**src/hdl/bdw_pkg.sv**
```systemverilog
`default_nettype none
// ----------------------------------------------------------------------------
// bdw_pkg
// Shared types and constants for the bounded deque window block.
// ----------------------------------------------------------------------------
package bdw_pkg;

   localparam int DEPTH_DEFAULT = 32;
   localparam int VALUE_W       = 64;
   localparam int OP_W          = 3;
   localparam int CAP_W         = 6;
   localparam int COUNT_W       = 6;
   localparam int CAP_RESET     = 32;

   typedef logic [OP_W-1:0]            op_type;
   typedef logic signed [VALUE_W-1:0]  value_type;
   typedef logic [CAP_W-1:0]           cap_type;
   typedef logic [COUNT_W-1:0]         count_type;

   localparam op_type OP_PUSH_BACK  = 3'd0;
   localparam op_type OP_PUSH_FRONT = 3'd1;
   localparam op_type OP_POP_BACK   = 3'd2;
   localparam op_type OP_POP_FRONT  = 3'd3;
   localparam op_type OP_CLEAR      = 3'd4;

   // Commands from the controller to the datapath.
   typedef struct packed {
      logic start;   // item accepted this cycle
      logic finish;  // memory read data is available this cycle
   } cmd_type;

endpackage : bdw_pkg
`default_nettype wire

```
**src/hdl/bdw_req_if.sv**
```systemverilog
`default_nettype none
// ----------------------------------------------------------------------------
// bdw_req_if
// Request channel: one deque operation and the value to push.
// ----------------------------------------------------------------------------
interface bdw_req_if;
   logic                valid;
   logic                ready;
   bdw_pkg::op_type     operation;
   bdw_pkg::value_type  value_in;

   modport source (output valid, output operation, output value_in, input ready);
   modport sink   (input valid, input operation, input value_in, output ready);
endinterface : bdw_req_if
`default_nettype wire

```
**src/hdl/bdw_rsp_if.sv**
```systemverilog
`default_nettype none
// ----------------------------------------------------------------------------
// bdw_rsp_if
// Response channel: popped value and the window state after the operation.
// ----------------------------------------------------------------------------
interface bdw_rsp_if;
   logic                valid;
   logic                ready;
   bdw_pkg::value_type  popped_value;
   logic                popped_valid;
   bdw_pkg::count_type  entry_count;
   bdw_pkg::value_type  front_value;
   bdw_pkg::value_type  back_value;

   modport source (output valid, output popped_value, output popped_valid,
                   output entry_count, output front_value, output back_value,
                   input ready);
   modport sink   (input valid, input popped_value, input popped_valid,
                   input entry_count, input front_value, input back_value,
                   output ready);
endinterface : bdw_rsp_if
`default_nettype wire

```
**src/hdl/bdw_ctrl.sv**
```systemverilog
`default_nettype none
// ----------------------------------------------------------------------------
// bdw_ctrl
// Sequencer: accept an item, wait for the slot read, then hold the response.
// ----------------------------------------------------------------------------
module bdw_ctrl (
   input  wire logic             clock,
   input  wire logic             reset,
   input  wire logic             req_valid,
   output logic                  req_ready,
   output logic                  rsp_valid,
   input  wire logic             rsp_ready,
   output bdw_pkg::cmd_type      cmd
);
   import bdw_pkg::*;

   localparam logic [1:0] ST_IDLE  = 2'd0;
   localparam logic [1:0] ST_FETCH = 2'd1;
   localparam logic [1:0] ST_SEND  = 2'd2;

   logic [1:0] state_ff;
   logic [1:0] state_in;

   always_comb begin
      state_in = state_ff;
      case (state_ff)
         ST_IDLE: begin
            if (req_valid) state_in = ST_FETCH;
         end
         ST_FETCH: begin
            state_in = ST_SEND;
         end
         ST_SEND: begin
            if (rsp_ready) state_in = ST_IDLE;
         end
         default: begin
            state_in = ST_IDLE;
         end
      endcase
   end

   always_ff @(posedge clock) begin
      if (reset) begin
         state_ff <= ST_IDLE;
      end else begin
         state_ff <= state_in;
      end
   end

   assign req_ready  = (state_ff == ST_IDLE);
   assign rsp_valid  = (state_ff == ST_SEND);
   assign cmd.start  = (state_ff == ST_IDLE) && req_valid;
   assign cmd.finish = (state_ff == ST_FETCH);

endmodule : bdw_ctrl
`default_nettype wire

```
**src/hdl/bdw_datapath.sv**
```systemverilog
`default_nettype none
// ----------------------------------------------------------------------------
// bdw_datapath
// Ring of slots with head pointer, fill count, and cached front and back
// entries. At most one slot write and one registered slot read per item.
// ----------------------------------------------------------------------------
module bdw_datapath #(
   parameter int DEPTH = bdw_pkg::DEPTH_DEFAULT
) (
   input  wire logic                clock,
   input  wire logic                reset,
   input  wire bdw_pkg::cmd_type    cmd,
   input  wire bdw_pkg::op_type     operation,
   input  wire bdw_pkg::value_type  value_in,
   input  wire logic                csr_write_enable,
   input  wire bdw_pkg::cap_type    csr_write_data,
   output bdw_pkg::value_type       popped_value,
   output logic                     popped_valid,
   output bdw_pkg::count_type       entry_count,
   output bdw_pkg::value_type       front_value,
   output bdw_pkg::value_type       back_value
);
   import bdw_pkg::*;

   localparam int AW = (DEPTH > 1) ? $clog2(DEPTH) : 1;
   localparam int CW = $clog2(DEPTH + 1);
   localparam int CAP_INIT = (CAP_RESET > DEPTH) ? DEPTH : CAP_RESET;

   typedef logic [AW-1:0] addr_type;
   typedef logic [CW-1:0] cnt_type;

   function automatic addr_type wrap_add(input addr_type a, input addr_type b);
      logic [AW:0] sum;
      sum = {1'b0, a} + {1'b0, b};
      if (sum >= (AW+1)'(DEPTH)) sum = sum - (AW+1)'(DEPTH);
      return sum[AW-1:0];
   endfunction

   value_type mem [DEPTH];

   addr_type  head_ff, head_in;
   cnt_type   count_ff, count_in;
   cnt_type   cap_ff, cap_in;
   value_type front_ff, back_ff;
   value_type rd_data_ff;
   value_type popped_value_ff, popped_value_in;
   logic      popped_valid_ff, popped_valid_in;
   logic      refresh_front_ff, refresh_front_in;
   logic      refresh_back_ff, refresh_back_in;
   logic      set_front, set_back;
   logic      wr_en;
   logic      full;
   addr_type  tail_pos, wr_addr, rd_addr;

   // Effective capacity: zero reads as one, anything above DEPTH saturates.
   always_comb begin
      if (csr_write_data == '0) begin
         cap_in = cnt_type'(1);
      end else if (int'(csr_write_data) > DEPTH) begin
         cap_in = cnt_type'(DEPTH);
      end else begin
         cap_in = cnt_type'(csr_write_data);
      end
   end

   always_comb begin
      full             = (count_ff >= cap_ff);
      head_in          = head_ff;
      count_in         = count_ff;
      popped_value_in  = '0;
      popped_valid_in  = 1'b0;
      refresh_front_in = 1'b0;
      refresh_back_in  = 1'b0;
      set_front        = 1'b0;
      set_back         = 1'b0;
      wr_en            = 1'b0;
      case (operation)
         OP_PUSH_BACK: begin
            if (full) begin
               head_in  = wrap_add(head_ff, addr_type'(1));
               count_in = cap_ff;
            end else begin
               count_in = count_ff + cnt_type'(1);
            end
            wr_en    = 1'b1;
            set_back = 1'b1;
            if (count_in == cnt_type'(1)) begin
               set_front = 1'b1;
            end else if (full) begin
               refresh_front_in = 1'b1;
            end
         end
         OP_PUSH_FRONT: begin
            count_in  = full ? cap_ff : count_ff + cnt_type'(1);
            head_in   = (head_ff == '0) ? addr_type'(DEPTH - 1) : head_ff - addr_type'(1);
            wr_en     = 1'b1;
            set_front = 1'b1;
            if (count_in == cnt_type'(1)) begin
               set_back = 1'b1;
            end else if (full) begin
               refresh_back_in = 1'b1;
            end
         end
         OP_POP_BACK: begin
            if (count_ff != '0) begin
               popped_value_in = back_ff;
               popped_valid_in = 1'b1;
               count_in        = count_ff - cnt_type'(1);
               refresh_back_in = (count_in != '0);
            end
         end
         OP_POP_FRONT: begin
            if (count_ff != '0) begin
               popped_value_in  = front_ff;
               popped_valid_in  = 1'b1;
               head_in          = wrap_add(head_ff, addr_type'(1));
               count_in         = count_ff - cnt_type'(1);
               refresh_front_in = (count_in != '0);
            end
         end
         OP_CLEAR: begin
            head_in  = '0;
            count_in = '0;
         end
         default: begin
         end
      endcase
      // Position of the back entry after the operation; only used when
      // the window holds at least one entry.
      tail_pos = wrap_add(head_in, addr_type'(count_in - cnt_type'(1)));
      wr_addr  = (operation == OP_PUSH_FRONT) ? head_in : tail_pos;
      rd_addr  = refresh_front_in ? head_in : tail_pos;
   end

   always_ff @(posedge clock) begin
      if (cmd.start && wr_en) begin
         mem[wr_addr] <= value_in;
      end
      if (cmd.start) begin
         rd_data_ff <= mem[rd_addr];
      end
   end

   always_ff @(posedge clock) begin
      if (reset) begin
         head_ff          <= '0;
         count_ff         <= '0;
         cap_ff           <= cnt_type'(CAP_INIT);
         refresh_front_ff <= 1'b0;
         refresh_back_ff  <= 1'b0;
      end else if (csr_write_enable) begin
         head_ff  <= '0;
         count_ff <= '0;
         cap_ff   <= cap_in;
      end else if (cmd.start) begin
         head_ff          <= head_in;
         count_ff         <= count_in;
         refresh_front_ff <= refresh_front_in;
         refresh_back_ff  <= refresh_back_in;
      end
   end

   always_ff @(posedge clock) begin
      if (cmd.start) begin
         popped_value_ff <= popped_value_in;
         popped_valid_ff <= popped_valid_in;
         if (set_front) front_ff <= value_in;
         if (set_back)  back_ff  <= value_in;
      end else if (cmd.finish) begin
         if (refresh_front_ff) front_ff <= rd_data_ff;
         if (refresh_back_ff)  back_ff  <= rd_data_ff;
      end
   end

   assign popped_value = popped_value_ff;
   assign popped_valid = popped_valid_ff;
   assign entry_count  = count_type'(count_ff);
   assign front_value  = (count_ff == '0) ? value_type'(0) : front_ff;
   assign back_value   = (count_ff == '0) ? value_type'(0) : back_ff;

endmodule : bdw_datapath
`default_nettype wire

```
**src/hdl/bounded_deque_window_core.sv**
```systemverilog
`default_nettype none
// Result: once an item is accepted, the controller passes through its fetch
// state into its send state, where the result is presented until taken.
// Flow: one item at a time; a new item is accepted only after the result is
// taken, paced by the registered read of the slot memory and the send state.
// Reset: synchronous; the window is empty, head at zero, capacity at 32
// (or DEPTH if smaller). Slot contents are not cleared by reset.
// ----------------------------------------------------------------------------
// bounded_deque_window_core
// Bounded double-ended queue of signed 64-bit values with overwrite on a full
// window and a programmable capacity.
// ----------------------------------------------------------------------------
module bounded_deque_window_core #(
   parameter int DEPTH = bdw_pkg::DEPTH_DEFAULT
) (
   input  wire logic              clock,
   input  wire logic              reset,
   bdw_req_if.sink                req,
   bdw_rsp_if.source              rsp,
   input  wire logic              csr_write_enable,
   input  wire bdw_pkg::cap_type  csr_write_data
);
   import bdw_pkg::*;

   cmd_type cmd;

   bdw_ctrl u_ctrl (
      .clock     (clock),
      .reset     (reset),
      .req_valid (req.valid),
      .req_ready (req.ready),
      .rsp_valid (rsp.valid),
      .rsp_ready (rsp.ready),
      .cmd       (cmd)
   );

   bdw_datapath #(
      .DEPTH (DEPTH)
   ) u_datapath (
      .clock            (clock),
      .reset            (reset),
      .cmd              (cmd),
      .operation        (req.operation),
      .value_in         (req.value_in),
      .csr_write_enable (csr_write_enable),
      .csr_write_data   (csr_write_data),
      .popped_value     (rsp.popped_value),
      .popped_valid     (rsp.popped_valid),
      .entry_count      (rsp.entry_count),
      .front_value      (rsp.front_value),
      .back_value       (rsp.back_value)
   );

endmodule : bounded_deque_window_core
`default_nettype wire

```
**src/flat_wrapper.sv**
```systemverilog
// flat-port wrapper written by rule: the top's interface ports become plain ports
module bounded_deque_window_core_flat import bdw_pkg::*;
#(
   parameter int DEPTH = bdw_pkg::DEPTH_DEFAULT
)
  (clock, reset, csr_write_enable, csr_write_data, req_valid, req_operation, req_value_in, req_ready, rsp_valid, rsp_popped_value, rsp_popped_valid, rsp_entry_count, rsp_front_value, rsp_back_value, rsp_ready);
  bdw_req_if req_i ();
  bdw_rsp_if rsp_i ();
  input  wire logic clock;
  input  wire logic reset;
  input  wire logic csr_write_enable;
  input  wire bdw_pkg::cap_type csr_write_data;
  input wire logic [$bits(req_i.valid)-1:0] req_valid;
  input wire logic [$bits(req_i.operation)-1:0] req_operation;
  input wire logic [$bits(req_i.value_in)-1:0] req_value_in;
  output wire logic [$bits(req_i.ready)-1:0] req_ready;
  output wire logic [$bits(rsp_i.valid)-1:0] rsp_valid;
  output wire logic [$bits(rsp_i.popped_value)-1:0] rsp_popped_value;
  output wire logic [$bits(rsp_i.popped_valid)-1:0] rsp_popped_valid;
  output wire logic [$bits(rsp_i.entry_count)-1:0] rsp_entry_count;
  output wire logic [$bits(rsp_i.front_value)-1:0] rsp_front_value;
  output wire logic [$bits(rsp_i.back_value)-1:0] rsp_back_value;
  input wire logic [$bits(rsp_i.ready)-1:0] rsp_ready;
  assign req_i.valid = req_valid;
  assign req_i.operation = req_operation;
  assign req_i.value_in = req_value_in;
  assign req_ready = req_i.ready;
  assign rsp_valid = rsp_i.valid;
  assign rsp_popped_value = rsp_i.popped_value;
  assign rsp_popped_valid = rsp_i.popped_valid;
  assign rsp_entry_count = rsp_i.entry_count;
  assign rsp_front_value = rsp_i.front_value;
  assign rsp_back_value = rsp_i.back_value;
  assign rsp_i.ready = rsp_ready;
  bounded_deque_window_core #(.DEPTH(DEPTH)) u_core (.clock(clock), .reset(reset), .req(req_i), .rsp(rsp_i), .csr_write_enable(csr_write_enable), .csr_write_data(csr_write_data));
endmodule
```
**config.mk**
```make
export PLATFORM = sky130hd
export DESIGN_NAME = bounded_deque_window_core_flat
export DESIGN_NICKNAME = d
export VERILOG_FILES = /design/src/hdl/bdw_pkg.sv /design/src/hdl/bdw_req_if.sv /design/src/hdl/bdw_rsp_if.sv /design/src/hdl/bdw_ctrl.sv /design/src/hdl/bdw_datapath.sv /design/src/hdl/bounded_deque_window_core.sv /design/src/flat_wrapper.sv
export SDC_FILE = /design/constraint.sdc
export NUM_CORES = 2
export LEC_CHECK = 0
export BUFFER_PORTS_ARGS = -buffer_cell sky130_fd_sc_hd__buf_2
export CAP_MARGIN = 10
export CELL_PAD_IN_SITES_DETAIL_PLACEMENT = 1
export CELL_PAD_IN_SITES_GLOBAL_PLACEMENT = 1
export CORE_ASPECT_RATIO = 1.75
export CORE_MARGIN = 3
export CORE_UTILIZATION = 55
export CTS_CLUSTER_SIZE = 8
export DETAILED_ROUTE_END_ITERATION = 10
export HOLD_SLACK_MARGIN = 0.1
export PLACE_DENSITY_LB_ADDON = 0.1
export SLEW_MARGIN = 20
export SYNTH_ARGS = -nofsm -noshare
export SYNTH_HDL_FRONTEND = slang
export SYNTH_SLANG_ARGS = --single-unit
```
**constraint.sdc**
```tcl
create_clock -name clock -period 19.1 [get_ports clock]
set_input_delay 2.865 -clock clock [delete_from_list [all_inputs] [get_ports clock]]
set_output_delay 2.865 -clock clock [all_outputs]
set_load 0.005 [all_outputs]
```
==> results.sh <==
export IMPL_place_hpwl_um=161000
export IMPL_post_route_worst_setup_slack_ns=10.14
export IMPL_final_net_count=6482
export IMPL_yosysWarnings=0
export IMPL_clk_pin_slew_worst_paths_ns=0.05
export IMPL_number_of_flops_mapped_to_enable_cells_by_yosys=2305
export IMPL_worst_pin_slew_ns=1.20
export IMPL_dominantRegCellSynth="sky130_fd_sc_hd__edfxtp_1"
export IMPL_postCtsSetupBuffers=0
export IMPL_dominant_combinational_cell_family_by_area_after_synthesis="simple AND/OR/NAND/NOR gates"
export IMPL_timing_final_setup_violations=0
export IMPL_die_area_mm2=0.172
export IMPL_grt_start_max_net_pins=167
export IMPL_cts_sinks=2326
export IMPL_syn2layout_area_growth_pct=13.6
export IMPL_report_final_slew_viol_count=0
export IMPL_cts_buffer_depth=4
export IMPL_worst_path_max_fanout=44
export IMPL_coreArea_mm2=0.165
export IMPL_postCtsHoldBufs=0
export IMPL_clk_insertion_delay_late_ns=0.84
export IMPL_basic_gate_share_of_the_synthesized_area_counting_and_or_nand_and_nor_cells_pct=9.86
export IMPL_grt_setup_unrepaired="false"
export IMPL_detailed_route_vias_per_instance=6.49
export IMPL_drcViolationCount=0
export IMPL_clock_skew_final_ns=0.0375
export IMPL_timing_hold_worst_start="u_core.u_datapath.cap_ff[5]$_SDFFE_PP1P_"
export IMPL_cts_resized=0
export IMPL_worstReg2RegStart="u_core.u_datapath.entry_count[1]$_SDFFE_PP0P_"
export IMPL_final_layout_size_suffix_gt1_share_pct=15.2
export IMPL_synth_cell_type_count=75
export IMPL_finalWeightedCongestion=0.853
export IMPL_rows=197
export IMPL_combPwrFrac_pct=25.0
export IMPL_required_ns=19.53
export IMPL_internal_power_w=0.0101
export IMPL_min_period_ns=8.96
export IMPL_syn_avg_cell_area_um2=15.3
export IMPL_final_period_utilization_pct=46.9
export IMPL_power_density_mw_per_mm2=142
export IMPL_synth_seq_area_share_pct=75.7
export IMPL_cellLeakagePower_nw=35.4
export IMPL_status="finished, final reports clean"
export IMPL_adder_cell_share_of_the_synthesized_area_pct=0.240
export IMPL_htree_num_levels=5
export IMPL_cts_root_buf="sky130_fd_sc_hd__clkbuf_16"
export IMPL_ir_drop_mv=0.114
export IMPL_p_sw_w=0.00469
export IMPL_p_clk_share_pct=35.0
export IMPL_mux_share_of_post_synthesis_cell_area_pct=5.71
export IMPL_combined_area_of_all_synthesized_cells_mm2=0.0919
export IMPL_setup_total_negative_slack_ns=0
export IMPL_async_reset_ff_share_pct=0
export IMPL_place_inst=8242
export IMPL_grt_first_pass_wirelength_um=410000
export IMPL_drt_pre_antenna_iters=5
export IMPL_synth_seq_cells=2326
export IMPL_final_antenna_net_count=0
export IMPL_routed_via_count=56000
export IMPL_hold_path_cell_count=2
export IMPL_slew_headroom_pct=20.2
export IMPL_final_cell_mix="sky130_fd_sc_hd__edfxtp_1, sky130_fd_sc_hd__nand2_1, sky130_fd_sc_hd__clkbuf_16"
export IMPL_synthXorXnorAreaFrac_pct=0.151
export IMPL_crit_path_end_kind="flop"
export IMPL_power_frac_seq_pct=40.0
export IMPL_placement_setup_worst_slack_ns=9.44
export IMPL_setup_reg_to_reg_worst_slack_ns=10.79
export IMPL_synth_compound_area_share_pct=6.03
export IMPL_timing_hold_worst_class="flop to flop"
export IMPL_layout_core_utilization_pct=63.1
export IMPL_die_height_um=547
export IMPL_worstRegToRegCells=24
export IMPL_crit_path_start_kind="input port"
export IMPL_layout_commonest_cell="sky130_fd_sc_hd__edfxtp_1"
export IMPL_number_of_antenna_violations_at_the_first_check_in_global_routing=26
export IMPL_holdWs_ns=0.516
export IMPL_synth_fp_nets=6120
export IMPL_cts_tree="yes"
export IMPL_die_width_um=315
export IMPL_drt_first_iter_violations=5788
export IMPL_number_of_top_level_pins=279
export IMPL_grt_ovfl_total=0
export IMPL_synthCells=6025
export IMPL_timing_setup_critical_path_class="input port to flop"
export IMPL_clock_fmax_mhz=112
export IMPL_layout_cells_non_filler=8635
export IMPL_finalHoldViolCount=0
export IMPL_initial_core_util_pct=55.6
export IMPL_port_buffer_count=278
export IMPL_global_route_usage_total_pct=32.8
export IMPL_maxCapViolCount=0
export IMPL_first_global_vias=60400
export IMPL_postRouteWirelength_um=284000
export IMPL_routed_wire_length_per_instance_um=32.9
export IMPL_critPathArrivalTime_ns=9.39
export IMPL_cts_inserted_buffers=332
export IMPL_whs_endpoint="u_core.u_datapath.cap_ff[5]$_SDFFE_PP1P_"
export IMPL_worst_r2r_endpoint="u_core.u_datapath.rd_data_ff[43]$_DFFE_PP_"
export IMPL_p_sw_share_pct=31.7
==> state kept, by name, indices dropped and copies added (netlist names) <==
signal,cells
u_core.u_ctrl.state_ff,2
u_core.u_datapath.back_ff,64
u_core.u_datapath.cap_ff,6
u_core.u_datapath.entry_count,6
u_core.u_datapath.front_ff,64
u_core.u_datapath.head_ff,5
u_core.u_datapath.mem,2048
u_core.u_datapath.popped_valid,1
u_core.u_datapath.popped_value,64
u_core.u_datapath.rd_data_ff,64
u_core.u_datapath.refresh_back_ff,1
u_core.u_datapath.refresh_front_ff,1
==> worst max path at each step <==
| stage | start | endpoint | slack (ns) | depth (start not counted) |
|---|---|---|---|---|
| final | req_operation[1] | u_core.u_datapath.mem[9][56]$_DFFE_PP_ | 10.14 | 20 |
| after global routing | req_operation[2] | u_core.u_datapath.rd_data_ff[43]$_DFFE_PP_ | 9.82 | 20 |
| after CTS | req_operation[2] | u_core.u_datapath.rd_data_ff[43]$_DFFE_PP_ | 10.26 | 20 |
| after detailed placement | req_operation[1] | u_core.u_datapath.mem[9][45]$_DFFE_PP_ | 9.44 | 20 |
| after global placement | req_operation[1] | u_core.u_datapath.mem[6][60]$_DFFE_PP_ | 9.53 | 20 |
| after floorplan | req_operation[1] | u_core.u_datapath.mem[12][0]$_DFFE_PP_ | 7.88 | 19 |
==> cells by family after synthesis <==
kind of cell | count (synthesis)
flops | 2326
simple gates | 2135
compound gates | 762
buf+inv | 405
mux | 365
fa+ha+maj | 17
xor+xnor | 15
==> cell usage after synthesis (all sizes together) (41+ instances only) <==
cell type / number / area (um2)
a32oi: 114 / 998
a221oi: 62 / 543
a21oi: 188 / 941
buf: 210 / 1350
mux2i: 236 / 2360
clkbuf: 170 / 638
o211ai: 41 / 308
edfxtp: 2305 / 69200
nor2: 72 / 283
mux4: 127 / 2860
nand2: 1496 / 5620
a31oi: 119 / 766
and2: 131 / 820
o31ai: 43 / 323
nand3: 328 / 1650
a32o: 60 / 601
==> area by class of cell <==
class / instances / area [um2]
Sequential cell: 2326 / 69600
Fill cell: 14700 / 61000
Multi-Input combinational cell: 3294 / 20600
Clock buffer: 369 / 8660
Tap cell: 2189 / 2740
Timing Repair Buffer: 408 / 2470
Clock inverter: 12 / 179
Inverter: 25 / 101
Antenna cell: 12 / 30.0
==> routing by layer <==
layer	routed length, um	GRT usage (%)
met1	98100	37.3
met2	150000	58.2
met3	18600	5.67
met4	17500	18.6
met5	70	0
==> worst max-delay path, stage by stage <==
cell and delay [ns]:
sky130_fd_sc_hd__buf_2 0.31, sky130_fd_sc_hd__or3b_2 0.49, sky130_fd_sc_hd__nor2_1 0.23, sky130_fd_sc_hd__o21ai_0 0.19, sky130_fd_sc_hd__o2111ai_1 0.57, sky130_fd_sc_hd__nand2_1 0.16
sky130_fd_sc_hd__inv_1 0.22, sky130_fd_sc_hd__ha_1 0.31, sky130_fd_sc_hd__a21oi_1 0.19, sky130_fd_sc_hd__nand2_1 0.14, sky130_fd_sc_hd__and2_1 0.17, sky130_fd_sc_hd__a311oi_2 0.26
sky130_fd_sc_hd__nand3_1 0.12, sky130_fd_sc_hd__xor2_1 0.31, sky130_fd_sc_hd__xor2_1 0.12, sky130_fd_sc_hd__o21ai_2 0.14, sky130_fd_sc_hd__buf_4 0.34, sky130_fd_sc_hd__nand3_1 0.39
sky130_fd_sc_hd__nor2_4 0.89, sky130_fd_sc_hd__buf_4 0.90
==> metrics by stage <==
step	instance area, um2	power [W]
after global routing	104000	0.0153
after floorplan	91900	0.00830
after detailed placement	95600	0.00965
after global placement	95500	0.00953
final	104000	0.0148
after CTS	104000	0.0148
==> power by group through the flow <==
| stage | combinational (W) | clock, W | sequential [W] |
|---|---|---|---|
| 3_5_place_dp | 0.00364 | 0 | 0.00601 |
| 5_1_grt | 0.00393 | 0.00544 | 0.00592 |
| 3_3_place_gp | 0.00353 | 0 | 0.00600 |
| 4_1_cts | 0.00368 | 0.00523 | 0.00592 |
| 2_1_floorplan | 0.00231 | 0 | 0.00599 |
| 6_report | 0.00370 | 0.00517 | 0.00592 |
No activity file was read; power rests on OpenSTA's default activity.
